## src/hw/rtl/sha256_pkg.sv

```systemverilog
// SHA-256 package: round constants, initial hash values, rotate helper.
// No dependencies.
`default_nettype none
package sha256_pkg;
	localparam int unsigned QueueDepth = 4;

	typedef struct packed {
		logic [31:0] word;
		logic [2:0]  count;
		logic        last;
	} msg_item_t;

	typedef enum logic [1:0] {
		ST_IDLE,
		ST_ROUND,
		ST_ADD
	} core_state_t;

	typedef enum logic [1:0] {
		PH_DATA,
		PH_PAD,
		PH_LEN
	} pad_phase_t;

	function automatic logic [31:0] init_h(input logic [2:0] i);
		case (i)
			3'd0: init_h = 32'h6a09e667;
			3'd1: init_h = 32'hbb67ae85;
			3'd2: init_h = 32'h3c6ef372;
			3'd3: init_h = 32'ha54ff53a;
			3'd4: init_h = 32'h510e527f;
			3'd5: init_h = 32'h9b05688c;
			3'd6: init_h = 32'h1f83d9ab;
			3'd7: init_h = 32'h5be0cd19;
			default: init_h = 32'h0;
		endcase
	endfunction

	localparam logic [31:0] RoundK [64] = '{
		32'h428a2f98, 32'h71374491, 32'hb5c0fbcf, 32'he9b5dba5, 32'h3956c25b,
		32'h59f111f1, 32'h923f82a4, 32'hab1c5ed5, 32'hd807aa98, 32'h12835b01,
		32'h243185be, 32'h550c7dc3, 32'h72be5d74, 32'h80deb1fe, 32'h9bdc06a7,
		32'hc19bf174, 32'he49b69c1, 32'hefbe4786, 32'h0fc19dc6, 32'h240ca1cc,
		32'h2de92c6f, 32'h4a7484aa, 32'h5cb0a9dc, 32'h76f988da, 32'h983e5152,
		32'ha831c66d, 32'hb00327c8, 32'hbf597fc7, 32'hc6e00bf3, 32'hd5a79147,
		32'h06ca6351, 32'h14292967, 32'h27b70a85, 32'h2e1b2138, 32'h4d2c6dfc,
		32'h53380d13, 32'h650a7354, 32'h766a0abb, 32'h81c2c92e, 32'h92722c85,
		32'ha2bfe8a1, 32'ha81a664b, 32'hc24b8b70, 32'hc76c51a3, 32'hd192e819,
		32'hd6990624, 32'hf40e3585, 32'h106aa070, 32'h19a4c116, 32'h1e376c08,
		32'h2748774c, 32'h34b0bcb5, 32'h391c0cb3, 32'h4ed8aa4a, 32'h5b9cca4f,
		32'h682e6ff3, 32'h748f82ee, 32'h78a5636f, 32'h84c87814, 32'h8cc70208,
		32'h90befffa, 32'ha4506ceb, 32'hbef9a3f7, 32'hc67178f2
	};

	function automatic logic [31:0] rotr(input logic [31:0] x, input int unsigned n);
		rotr = (x >> n) | (x << (32 - n));
	endfunction
endpackage
`default_nettype wire

```

## src/hw/rtl/sha256_fifo.sv

```systemverilog
// Small input queue between front end and compression core.
// Depends on sha256_pkg.
`default_nettype none
module sha256_fifo #(
	parameter int unsigned Depth = sha256_pkg::QueueDepth
) (
	input  wire                    clk,
	input  wire                    arst_n,
	input  wire                    wr,
	input  sha256_pkg::msg_item_t  wdata,
	output logic                   full,
	input  wire                    rd,
	output sha256_pkg::msg_item_t  rdata,
	output logic                   empty
);
	import sha256_pkg::*;
	localparam int unsigned AW = (Depth > 1) ? $clog2(Depth) : 1;

	msg_item_t       mem_q [Depth];
	logic [AW-1:0]   wp_q, rp_q;
	logic [AW:0]     cnt_q;

	assign full  = (cnt_q == (AW+1)'(Depth));
	assign empty = (cnt_q == '0);
	assign rdata = mem_q[rp_q];

	always_ff @(posedge clk) begin
		if (wr && !full) mem_q[wp_q] <= wdata;
	end

	always_ff @(posedge clk or negedge arst_n) begin
		if (!arst_n) begin
			wp_q <= '0;
			rp_q <= '0;
			cnt_q <= '0;
		end else begin
			if (wr && !full) wp_q <= (wp_q == AW'(Depth-1)) ? '0 : wp_q + 1'b1;
			if (rd && !empty) rp_q <= (rp_q == AW'(Depth-1)) ? '0 : rp_q + 1'b1;
			cnt_q <= cnt_q + (AW+1)'(wr && !full) - (AW+1)'(rd && !empty);
		end
	end
endmodule
`default_nettype wire

```

## src/hw/rtl/sha256_core.sv

```systemverilog
// Back end: byte packing, padding, 64-round compression one round per cycle.
// Depends on sha256_pkg.
`default_nettype none
module sha256_core (
	input  wire                    clk,
	input  wire                    arst_n,
	input  sha256_pkg::msg_item_t  item,
	input  wire                    item_avail,
	output logic                   item_take,
	output logic [255:0]           digest,
	output logic                   digest_valid,
	input  wire                    digest_pop
);
	import sha256_pkg::*;

	core_state_t  st_q, st_d;
	pad_phase_t   ph_q;
	logic [31:0]  blk_q [16];
	logic [31:0]  h_q [8];
	logic [31:0]  v_q [8];
	logic [31:0]  hf [8];
	logic [5:0]   pos_q;
	logic [60:0]  len_q;
	logic [5:0]   rnd_q;
	logic [2:0]   bi_q;
	logic [2:0]   nb_q;
	logic [31:0]  wd_q;
	logic         fin_q;
	logic         busy_q;
	logic         lenfin_q;
	logic [255:0] dig_q;
	logic         dv_q;
	logic [63:0]  bits;
	logic [7:0]   byte_v;
	logic         put;
	logic         blk_end;
	logic [2:0]   lidx;
	logic [31:0]  s0, s1, wnew, t1, t2;

	assign bits = {len_q, 3'b000};
	assign digest = dig_q;
	assign digest_valid = dv_q;
	assign item_take = (st_q == ST_IDLE) && !busy_q && item_avail && !dv_q;
	assign put = (st_q == ST_IDLE) && busy_q && !(ph_q == PH_DATA && bi_q >= nb_q);
	assign blk_end = put && (pos_q == 6'd63);
	assign lidx = pos_q[2:0];

	// byte to place this cycle
	always_comb begin
		case (ph_q)
			PH_DATA: byte_v = wd_q[8*(3 - bi_q[1:0]) +: 8];
			PH_PAD:  byte_v = (bi_q == 3'd0) ? 8'h80 : 8'h00;
			PH_LEN:  byte_v = bits[8*(7 - lidx) +: 8];
			default: byte_v = 8'h00;
		endcase
	end

	// message schedule on a 16-word window
	assign s0 = rotr(blk_q[1], 7) ^ rotr(blk_q[1], 18) ^ (blk_q[1] >> 3);
	assign s1 = rotr(blk_q[14], 17) ^ rotr(blk_q[14], 19) ^ (blk_q[14] >> 10);
	assign wnew = blk_q[0] + s0 + blk_q[9] + s1;
	assign t1 = v_q[7] + (rotr(v_q[4], 6) ^ rotr(v_q[4], 11) ^ rotr(v_q[4], 25)) +
		((v_q[4] & v_q[5]) ^ (~v_q[4] & v_q[6])) + RoundK[rnd_q] + blk_q[0];
	assign t2 = (rotr(v_q[0], 2) ^ rotr(v_q[0], 13) ^ rotr(v_q[0], 22)) +
		((v_q[0] & v_q[1]) ^ (v_q[0] & v_q[2]) ^ (v_q[1] & v_q[2]));

	always_comb for (int i = 0; i < 8; i++) hf[i] = h_q[i] + v_q[i];

	always_comb begin
		st_d = st_q;
		case (st_q)
			ST_IDLE:  if (blk_end) st_d = ST_ROUND;
			ST_ROUND: if (rnd_q == 6'd63) st_d = ST_ADD;
			ST_ADD:   st_d = ST_IDLE;
			default:  st_d = ST_IDLE;
		endcase
	end

	always_ff @(posedge clk) begin
		if (put)
			blk_q[pos_q[5:2]][8*(3 - pos_q[1:0]) +: 8] <= byte_v;
		if (st_q == ST_ROUND) begin
			for (int i = 0; i < 15; i++) blk_q[i] <= blk_q[i+1];
			blk_q[15] <= wnew;
			for (int i = 1; i < 8; i++) v_q[i] <= v_q[i-1];
			v_q[4] <= v_q[3] + t1;
			v_q[0] <= t1 + t2;
		end else if (blk_end) begin
			for (int i = 0; i < 8; i++) v_q[i] <= h_q[i];
		end
		if (item_take) wd_q <= item.word;
	end

	always_ff @(posedge clk or negedge arst_n) begin
		if (!arst_n) begin
			st_q <= ST_IDLE;
			ph_q <= PH_DATA;
			pos_q <= '0;
			len_q <= '0;
			rnd_q <= '0;
			bi_q <= '0;
			nb_q <= '0;
			fin_q <= 1'b0;
			busy_q <= 1'b0;
			lenfin_q <= 1'b0;
			dv_q <= 1'b0;
			dig_q <= '0;
			for (int i = 0; i < 8; i++) h_q[i] <= init_h(3'(i));
		end else begin
			st_q <= st_d;
			if (dv_q && digest_pop) dv_q <= 1'b0;
			if (item_take) begin
				nb_q <= (item.count > 3'd4) ? 3'd4 : item.count;
				fin_q <= item.last;
				bi_q <= '0;
				ph_q <= PH_DATA;
				busy_q <= 1'b1;
			end
			if (st_q == ST_ROUND) rnd_q <= rnd_q + 6'd1;
			// add round result into the hash; on the final block emit digest and start over
			if (st_q == ST_ADD) begin
				if (lenfin_q) begin
					dig_q <= {hf[0], hf[1], hf[2], hf[3], hf[4], hf[5], hf[6], hf[7]};
					dv_q <= 1'b1;
					lenfin_q <= 1'b0;
					len_q <= '0;
					for (int i = 0; i < 8; i++) h_q[i] <= init_h(3'(i));
				end else begin
					for (int i = 0; i < 8; i++) h_q[i] <= hf[i];
				end
			end
			if (put) pos_q <= pos_q + 6'd1;
			// a zero-count data phase moves on without placing a byte
			if (st_q == ST_IDLE && busy_q) begin
				case (ph_q)
					PH_DATA: begin
						if (bi_q >= nb_q) begin
							if (fin_q) ph_q <= PH_PAD;
							else busy_q <= 1'b0;
							bi_q <= '0;
						end else begin
							len_q <= len_q + 61'd1;
							bi_q <= bi_q + 3'd1;
							if (bi_q + 3'd1 == nb_q && !fin_q) busy_q <= 1'b0;
						end
					end
					PH_PAD: begin
						bi_q <= 3'd1;
						if (pos_q == 6'd55) ph_q <= PH_LEN;
					end
					PH_LEN: begin
						if (pos_q == 6'd63) begin
							busy_q <= 1'b0;
							ph_q <= PH_DATA;
							fin_q <= 1'b0;
							lenfin_q <= 1'b1;
						end
					end
					default: ph_q <= PH_DATA;
				endcase
			end
		end
	end
endmodule
`default_nettype wire

```

## src/hw/rtl/sha256_digest_engine_top.sv

```systemverilog
// SHA-256 digest engine top: input queue feeding the compression core.
// Depends on sha256_pkg, sha256_fifo, sha256_core.
//
// Input channel: push/full carries one message word transaction (word, byte
// count, last mark) into a four-entry queue. Result channel: empty/pop carries
// one 256-bit digest transaction per message, given on the final word.
// The core takes one word at a time and places its bytes one by one; every
// filled 64-byte block is then compressed (64 rounds and one add). When
// padding does not fit the last block a second compression follows. One
// word is handled before the next. A digest waits on the result ports until
// popped; meanwhile no word is taken, so a stalled receiver fills the queue
// and raises full. Reset clears the queue, loads the initial hash values and
// raises empty.
`default_nettype none
module sha256_digest_engine_top #(
	parameter int unsigned QDepth = sha256_pkg::QueueDepth
) (
	input  wire         clk,
	input  wire         arst_n,
	input  wire  [31:0] message_word,
	input  wire  [2:0]  byte_count,
	input  wire         last_word,
	input  wire         push,
	output logic        full,
	output logic [63:0] digest_high,
	output logic [63:0] digest_upper_mid,
	output logic [63:0] digest_lower_mid,
	output logic [63:0] digest_low,
	output logic        empty,
	input  wire         pop
);
	import sha256_pkg::*;
	msg_item_t wi, ri;
	logic qe, take, dv;
	logic [255:0] dg;
	assign wi = '{word: message_word, count: byte_count, last: last_word};
	sha256_fifo #(.Depth(QDepth)) u_q (.clk, .arst_n, .wr(push), .wdata(wi), .full,
		.rd(take), .rdata(ri), .empty(qe));
	sha256_core u_core (.clk, .arst_n, .item(ri), .item_avail(!qe), .item_take(take),
		.digest(dg), .digest_valid(dv), .digest_pop(pop));
	assign empty = !dv;
	assign {digest_high, digest_upper_mid, digest_lower_mid, digest_low} = dg;
endmodule
`default_nettype wire

```

## config.mk

```make
export PLATFORM = sky130hd
export DESIGN_NAME = sha256_digest_engine_top
export DESIGN_NICKNAME = d
export VERILOG_FILES = /design/src/hw/rtl/sha256_pkg.sv /design/src/hw/rtl/sha256_fifo.sv /design/src/hw/rtl/sha256_core.sv /design/src/hw/rtl/sha256_digest_engine_top.sv
export SDC_FILE = /design/constraint.sdc
export NUM_CORES = 2
export LEC_CHECK = 0
export BUFFER_PORTS_ARGS = -buffer_cell sky130_fd_sc_hd__buf_2
export CAP_MARGIN = 25
export CELL_PAD_IN_SITES_DETAIL_PLACEMENT = 1
export CELL_PAD_IN_SITES_GLOBAL_PLACEMENT = 1
export CORE_UTILIZATION = 55
export DETAILED_ROUTE_END_ITERATION = 10
export PLACE_DENSITY_LB_ADDON = 0.05
export REMOVE_ABC_BUFFERS = 1
export SETUP_SLACK_MARGIN = 0.02
export SLEW_MARGIN = 20
export SYNTH_ARGS = -nofsm -noshare
export SYNTH_HDL_FRONTEND = slang
export SYNTH_SLANG_ARGS = --single-unit
```

## constraint.sdc

```tcl
create_clock -name clk -period 22.5 [get_ports clk]
set_clock_uncertainty 0.15 [all_clocks]
set_input_delay 4.5 -clock clk [delete_from_list [all_inputs] [get_ports clk]]
set_output_delay 4.5 -clock clk [all_outputs]
set_load 0.01 [all_outputs]
```

==> out/summary.log <==
qor: run_status.outcome finished, final reports clean
qor: logic_synthesis.yosys.cell_count.top_type nand2_1
qor: routing.postRouteWirelength 319100 um
qor: cells_and_area.post_route_core_utilization 0.6148
qor: cells_and_area.synthToLayoutAreaGrowth 10.41%
qor: clocking.clkTransAtPathRegs 80 ps
qor: global_route.maximum_number_of_pins_on_one_net_before_global_route_repair 226
qor: critical_path.worst_r2r_path_depth 32
qor: logic_synthesis.yosysWarningCount 0
qor: logic_synthesis.yosys.area.top_type edfxtp_1
qor: logic_synthesis.synth_seq_cells 1550
qor: cells_and_area.design.final.nets 9177
qor: floorplan.fp-row-count 146
qor: critical_path.cp_max_fo 17
qor: global_route.grt_pass1_wl 472800 um
qor: floorplan.area_of_the_die 162700 um2
qor: sta.timing.final.crit_share 0.4832
qor: logic_synthesis.synth.lib_cells_used.distinct 103
qor: logic_synthesis.synth_top_flop_cell edfxtp_1
qor: floorplan.initial_utilization 0.5568
qor: clocking.clock_latency 860 ps
qor: clocking.clock_tree.root_cell clkbuf_16
qor: floorplan.boundaryPins 298
qor: critical_path.timing.critical_path.slowest_cell_delay 770 ps
qor: critical_path.cpMaxStageDelayCell dfrtp_1
qor: sta.finalMaxSlewViolations 0
qor: global_route.globalRouteMet1Util 0.5268
qor: logic_synthesis.syn-cell-area 88590 um2
qor: clocking.clock_sink_count 1550
qor: critical_path.critical_path.endpoint_type flop
qor: critical_path.setup.worst_path.start u_core.rnd_q[0]
qor: power_and_ir_drop.power.static_leakage 44.77 nW
qor: critical_path.timing.rr.end u_core.v_q[0][30]
qor: floorplan.design.core.area 159100 um2
qor: clocking.cts.path.max_buffers 3
qor: global_route.grt-ovfl-total 0
qor: global_route.use_met2 0.6182
qor: critical_path.reg2reg_setup_slack 11630 ps
qor: sta.setup_viol 0
qor: global_route.first_global_vias 72180
qor: clocking.tritoncts.num_buffers 167
qor: sta.hold_viol_final 0
qor: place.portBuffers 297
qor: clocking.post_cts_resized 0
qor: logic_synthesis.postSynthCellCount 8399
qor: place.placed_insts 10500
qor: sta.max_freq 91.97 MHz
qor: power_and_ir_drop.worst_ir_drop_vdd 0.1624 mV
qor: floorplan.die_x 403.3 um
qor: sta.relSlewSlack 0.1837
qor: critical_path.worstReg2RegStart u_core.rnd_q[0]
qor: critical_path.critical_path.endpoint u_core.v_q[0][30]
qor: global_route.groute.usage.overall 0.3895
qor: routing.vias_per_cell 6.419
qor: critical_path.worst_path_most_repeated_cell fa_1
qor: global_route.antenna_found_initial 15
qor: clocking.post_cts_hold_buffer_count 0
qor: routing.dr_total_vias 69500
qor: logic_synthesis.synth_seq_area_share 0.4931
qor: sta.timing_worst_slew_pin_value 1224 ps
qor: sta.finalSetupTns 0 ps
qor: critical_path.worst_ep_required_time 22950 ps
qor: routing.drt_iter0_drc 7379
qor: clocking.htree_levels 4
qor: logic_synthesis.synth_async_sr_flop_share 0.3910
qor: routing.detail_route.first_pass.iterations 5
qor: floorplan.die_h 403.3 um
qor: sta.finalCriticalPeriod 10870 ps
qor: place.placed_area 92080 um2
qor: critical_path.startpoint_type flop
qor: logic_synthesis.netlist.area_leader.share 0.3200
qor: critical_path.crit_type flop to flop
qor: min_path.hold_class flop to flop
qor: routing.wl_per_cell 29.47 um
qor: cells_and_area.drive_gt1_frac 0.1134
qor: logic_synthesis.synth_edf_count 944
qor: place.finalWeightedCongestion 1.023
qor: clocking.tritoncts yes
qor: sta.grt_setup_unrepaired false
qor: place.post-dp-hpwl 224000 um
qor: routing.ant_nets 0
qor: cells_and_area.finalInstanceArea 97820 um2
qor: logic_synthesis.netlist_top_cells_count 1315 x nand2_1, 944 x edfxtp_1, 738 x o21ai_0
qor: global_route.met3_grt_util 0.07054
qor: logic_synthesis.synth_area_per_cell 10.55 um2
qor: global_route.gr-max-usage-layer met2
qor: cells_and_area.instances_no_fill 10830
qor: job.max-cap-violations 0
qor: clocking.cts_setup_buffers 0
qor: power_and_ir_drop.power_per_cell_area 160.5 nW/um2
qor: critical_path.worst_ep_arrival_time 11320 ps
qor: routing.drc 0
qor: logic_synthesis.synth_top_cells_by_area edfxtp_1 32%, dfrtp_1 13%, ha_1 5.8%
kinds of logic (layout without fill, tap and decap cells):
group,Yosys count,in the layout,share of synthesized area
XOR/XNOR,609,609,0.06052
AND/OR/NAND/NOR,2308,2308,0.1134
multiplexers,129,129,0.02404
buffers and inverters,771,1048,0.03285
other,0,6,0
adder cells (fa/ha/maj),631,631,0.1050
flip-flops,1550,1550,0.4931
AO/OA/AOI/OAI,2401,2401,0.1711
registers in the layout, summed over array words and instances (netlist names), 3 cells and up:
| name | count |
|---|---|
| u_core.h_q | 256 |
| u_q.cnt_q | 3 |
| u_core.rnd_q | 6 |
| u_q.mem_q | 144 |
| u_core.bi_q | 3 |
| u_core.nb_q | 3 |
| u_core.wd_q | 32 |
| u_core.len_q | 61 |
| u_core.v_q | 256 |
| u_core.pos_q | 6 |
| u_core.blk_q | 512 |
| u_core.digest | 256 |
area by class of cell:
type	instances	area, um2
fillers	16730	61300
flip-flops and latches	1550	43690
multi-input cells	6078	42110
clock buffers	240	4893
well taps	2146	2685
repair buffers	426	2540
inverters	307	1152
clock inverters	75	728.2
diodes	6	15.01
where the power goes:
| group | switching, W | leakage, nW | internal, W |
|---|---|---|---|
| clock network | 0.00125 | 2.78 | 0.00162 |
| logic | 0.00544 | 25.6 | 0.00354 |
| registers | 0.000237 | 16.4 | 0.00362 |
cells in the final DEF (no fill, tap or decap), types with 51 or more instances in the layout:
cell type,netlist,final
a21o_1,682,682
a21oi_1,492,492
a31oi_1,51,51
buf_2,13,309
buf_4,0,104
clkbuf_16,0,175
dfrtp_1,470,467
dfstp_2,136,136
edfxtp_1,944,944
fa_1,196,196
ha_1,411,411
inv_1,304,303
mux2i_1,53,53
mux4_2,66,66
nand2_1,1315,1311
nand2b_1,67,65
nand3_1,155,155
nor2_1,415,408
nor3_1,62,61
o211ai_1,56,56
o21ai_0,738,709
xnor2_1,408,408
xor2_1,199,198
how the worst min path moves through the flow:
stage | depth (start not counted) | slack [ps] | end | from
after detailed placement | 2 | 310 | u_core.h_q[32] | u_core.h_q[32]
after global routing | 2 | 340 | u_core.h_q[32] | u_core.h_q[32]
after global placement | 2 | 300 | u_core.h_q[0] | u_core.h_q[0]
final | 2 | 320 | u_core.h_q[32] | u_core.h_q[32]
after CTS | 2 | 320 | u_core.h_q[32] | u_core.h_q[32]
after floorplan | 2 | 290 | u_core.h_q[0] | u_core.h_q[0]
worst max-delay path: cells and delay by family (launching register included):
kind	cells	cell delay, ps
adder cells (fa/ha/maj)	8	3560
AO/OA/AOI/OAI	13	3040
AND/OR/NAND/NOR	6	1410
buffers and inverters	3	780
flip-flops	1	770
multiplexers	1	500
XOR/XNOR	1	400
metrics by stage:
stage	hold slack [ps]	setup WS, ps	power, W
6_report	316.5	11630	0.01570
5_1_grt	335.2	11220	0.01657
4_1_cts	317.1	11750	0.01552
3_5_place_dp	308.1	11790	0.01253
3_3_place_gp	301.3	12090	0.01210
2_1_floorplan	294.5	427.2	0.01004
metal layers:
metal	wire length, um	vias to the layer above
li1	-	30110
met3	26090	655
met4	14890	4
met5	27	-
met1	130000	35770
met2	148100	2961
Power figures use the tool's default switching activity.
